## src/rtl/mhpq_pkg.sv

```systemverilog
// shared types, codes and helpers for the min-heap priority queue
package mhpq_pkg;

  localparam int TIME_W           = 32;
  localparam int ID_W             = 16;
  localparam int COUNT_PORT_W     = 11;
  localparam int DEFAULT_CAPACITY = 1024;

  typedef struct packed {
    logic [TIME_W-1:0] key_time;
    logic [ID_W-1:0]   key_id;
  } entry_t;

  typedef enum logic {
    REQ_INSERT = 1'b0,
    REQ_REMOVE = 1'b1
  } req_t;

  typedef enum logic [1:0] {
    ST_DONE       = 2'd0,
    ST_FULL_DROP  = 2'd1,
    ST_EMPTY_REM  = 2'd2
  } status_t;

  typedef struct packed {
    logic   ins;
    logic   rem;
    entry_t key;
  } cell_cmd_t;

  function automatic logic entry_lt(entry_t a, entry_t b);
    return a < b;
  endfunction

endpackage

```

## src/rtl/mhpq_cell.sv

```systemverilog
// one slot of the sorted cell row, shifts toward the tail on insert, toward the head on remove
module mhpq_cell (
  input  logic               clk,
  input  mhpq_pkg::cell_cmd_t cmd,
  input  mhpq_pkg::entry_t   prev_q,
  input  logic               prev_occ,
  input  logic               self_occ,
  input  mhpq_pkg::entry_t   next_q,
  output mhpq_pkg::entry_t   q
);
  import mhpq_pkg::*;

  logic take_prev;
  logic take_key;

  assign take_prev = prev_occ && entry_lt(cmd.key, prev_q);
  assign take_key  = !self_occ || entry_lt(cmd.key, q);

  always_ff @(posedge clk) begin
    if (cmd.ins) begin
      if (take_prev) begin
        q <= prev_q;
      end else if (take_key) begin
        q <= cmd.key;
      end
    end else if (cmd.rem) begin
      q <= next_q;
    end
  end

endmodule
```

## config.mk

```make
export PLATFORM = sky130hd
export DESIGN_NAME = mhpq_cell
export DESIGN_NICKNAME = d
export VERILOG_FILES = /design/src/rtl/mhpq_pkg.sv /design/src/rtl/mhpq_cell.sv
export SDC_FILE = /design/constraint.sdc
export NUM_CORES = 1
export LEC_CHECK = 0
export BUFFER_PORTS_ARGS = -buffer_cell sky130_fd_sc_hd__buf_2
export CAP_MARGIN = 20
export CORE_MARGIN = 10
export CORE_UTILIZATION = 52
export CTS_BUF_LIST = sky130_fd_sc_hd__clkbuf_8
export CTS_CLUSTER_SIZE = 24
export DETAILED_ROUTE_END_ITERATION = 8
export PLACE_DENSITY = 0.81
export SYNTH_ARGS = -nofsm -noshare
export SYNTH_HDL_FRONTEND = slang
export SYNTH_SLANG_ARGS = --single-unit
```

## constraint.sdc

```tcl
create_clock -name clk -period 5.8 [get_ports clk]
set_clock_uncertainty 0.15 [all_clocks]
set_input_delay 0 -clock clk [delete_from_list [all_inputs] [get_ports clk]]
set_output_delay 0 -clock clk [all_outputs]
set_load 0.01 [all_outputs]
```

==> reports/metrics.yaml <==
run_status:
  status: "finished, final reports clean"
power_and_ir_drop:
  pwr-share-seq_pct: 37.4
  netSwitchingFraction_pct: 37.1
  switchingPower_uw: 462
  power_report.internal_total_uw: 785
  power_mw: 1.25
  power.density_mw_per_mm2: 168
  share_clk_of_total_power_pct: 17.2
  comb_power_share_pct: 45.4
  vdd.ir_drop.worst_mv: 0.100
  p_leak_nw: 3.85
place:
  place.port_buffers: 196
  post-place-cells: 909
  globalplace.congestion: 0.924
  dp_hpwl_microns: 13400
synth:
  post_synth_top_flop: "edfxtp_1"
  asyncSetResetFlopFracSynth_pct: 0
  synth-edff-count: 48
  ys_seq_elements: 48
  synth_seq_area_share_pct: 27.2
  synth_cell_type_count: 32
  ys_warn_count: 0
  synth_cells: 612
  avgSynthCellArea_sq_um: 8.66
  synth_fp_nets: 855
  syn_area_sq_mm: 0.00530
floorplanning:
  io_pins: 197
  floorplan.initialDensity_pct: 53.7
  horizontal_die_dimension_microns: 121
  die_area_sq_mm: 0.0146
  fp-row-count: 36
  fp.coreArea_sq_mm: 0.00986
  y_dimension_of_the_die_microns: 121
clock_network:
  path_clk_slew_ns: 0.10
  clock_tree.htree_level_count: 2
  post-cts-setup-buffer-count: 0
  tritoncts: "built"
  clk-insertion-delay-late_ns: 0.33
  tritoncts.num_buffers: 5
  cts_repair_resize_count: 0
  cts_hold_buf: 96
  cts.path.max_buffers: 2
  clock_sink_count: 48
  ctsRootBufferMaster: "clkbuf_8"
worst_setup_path:
  crit_required_ns: 5.73
  critical_path.slowest_cell: "o21a_2"
  critical_path.startpoint_type: "input pin"
  crit_path_cell_trace: "dlygate4sd3_1 > buf_2 > inv_1 > ha_1 > a21oi_1 > o21ai_0 > a221oi_1 > o211a_1 > o31a_2 > o21a_2 > buf_4 > o221ai_1 > dlygate4sd3_1"
  max_stage_delay_on_crit_path_ns: 1.00
  worstPathMaxFanout: 50
  critical_path_arrival_ns: 4.91
  setup.worst_path.class: "in -> reg"
  path_common_cell: "dlygate4sd3_1"
  timing.critical_path.to_type: "register"
  critical_path.n_buffers_inverters: 5
  crit_family: "compound AO/OA/AOI/OAI gates"
sta:
  hold_viol: 0
  final.min_clock_period_ns: 4.98
  final.period_utilization_pct: 85.8
  maxSlewHeadroom_pct: 25.2
  setup_total_negative_slack_ns: 0
  setup_violations: 0
  upper_clock_frequency_limit_mhz: 201
  grt_setup_unrepaired: "false"
  worst-slew-pin-transition_ns: 1.12
  final_hold_slack_ns: 0.145
  timing.final.max_slew_violations: 0
global_route:
  global_route_wire_length_before_repair_microns: 30300
  all_layer_gr_usage_pct: 25.2
  grt_start_max_net_pins: 97
  antenna_violations_before_repair: 0
  grt_overflow_total: 0
  grt_pass1_vias: 6310
job:
  maximum_capacitance_violations: 0
routing:
  routed_wirelength_microns: 19100
  drc: 0
  detailedRoute.firstIterationViolations: 565
  ant_nets: 0
  route.detailed.wl_per_inst_microns: 18.9
  drt-pass1-iter-count: 6
  vias: 5967
  post_drt_via_cell_ratio: 5.88
layout:
  post_layout_nonfiller_instances: 1014
  utilization_pct: 75.2
  num_antenna_cells: 0
  registers.top_by_ff_count: "q"
  layout-drive-gt1-share_pct: 26.4
  largest_register_ff_count: 48
  nets: 1123
  largestRegisters: "q (48)"
  fillers: 674
  area_delta_synth_final_pct: 40.0
hold_path:
  worstHoldPathType: "in -> reg"
==> power groups by stage <==
stage	combinational [mW]	sequential, mW	clock [mW]
floorplan	0.266	0.492	0
global placement	0.458	0.471	0
detailed placement	0.478	0.473	0
CTS	0.553	0.465	0.211
global route	0.626	0.470	0.223
finish	0.567	0.466	0.214
==> area by class of cell <==
class	instances	area (sq um)	area share, %
multi-input cells	383	3180	42.9
clock buffers	5	68.8	0.928
flip-flops and latches	48	1440	19.4
clock inverters	3	13.8	0.186
repair buffers	297	2000	27.0
well taps	133	166	2.24
inverters	145	544	7.34
==> Yosys cell counts, types with 7 or more instances <==
cell type,count,area [sq um]
inv_1,145,544
ha_1,94,1180
nand2_1,69,259
o2111ai_1,50,438
edfxtp_1,48,1440
a21oi_1,32,160
o221ai_1,29,254
clkbuf_1,27,101
a21o_1,21,158
o221ai_2,20,300
o21ai_0,15,75.1
nand4_1,11,68.8
nor2_1,9,33.8
nand3_1,7,35.0
==> placed cells by master (no fill, tap or decap), drive strengths merged <==
cell and n:
a211oi 1, nand3 7, o211ai 1, nor2 9
nand4 11, o221ai 49, nor2b 3, a221oi 2
clkbuf 5, a31oi 2, ha 94, and4 2
buf 201, nor3 2, nand2 69, inv 145
nand2b 1, o211a 1, edfxtp 48, o2111ai 50
clkinv 3, o31a 1, o21a 5, a221o 1
a21o 21, a21oi 32, or3 1, a2111oi 2
o21ai 16, dlygate4sd3 96
==> metal layers <==
| metal | routed length, microns | vias to the layer above | GRT usage [%] |
|---|---|---|---|
| met3 | 1980 | 51 | 6.65 |
| met1 | 6910 | 2758 | 27.6 |
| met4 | 561 | 0 | 11.0 |
| met5 | 0 | - | 0 |
| met2 | 9690 | 373 | 44.7 |
| li1 | - | 2785 | - |
==> cells by family (layout without fill, tap and decap cells) <==
| kind of cell | count (synthesis) | count (layout) | synth area share (%) |
|---|---|---|---|
| simple gates | 105 | 105 | 8.59 |
| flops | 48 | 48 | 27.2 |
| buf+inv | 181 | 450 | 13.4 |
| fa+ha+maj | 94 | 94 | 22.2 |
| compound gates | 184 | 184 | 28.7 |
==> worst register-to-register path: stages, from the launching register on <==
cell and delay (ns):
edfxtp_1 0.41, inv_1 0.09, ha_1 0.23, a2111oi_0 0.57, o211ai_1 0.18, a21oi_1 0.18, o221ai_1 0.12, a21o_1 0.20
a31oi_4 0.48, buf_4 0.55
==> through the flow <==
step	worst slack (ns)	area (sq um)
after global routing	0.600	7420
after global placement	1.83	6350
after floorplan	1.01	5300
after detailed placement	1.69	6350
final	0.824	7420
after CTS	0.925	7390
==> final timing paths <==
check / startpoint / end / slack [ns] / cells after the start
hold reg to reg: q[39] / q[16] / 1.24 / 6
setup / recovery: prev_q[19] / q[24] / 0.82 / 13
hold / removal: cmd[48] / q[16] / 0.14 / 3
setup reg to reg: q[1] / q[28] / 2.28 / 9
No activity file was read; power rests on OpenSTA's default activity.
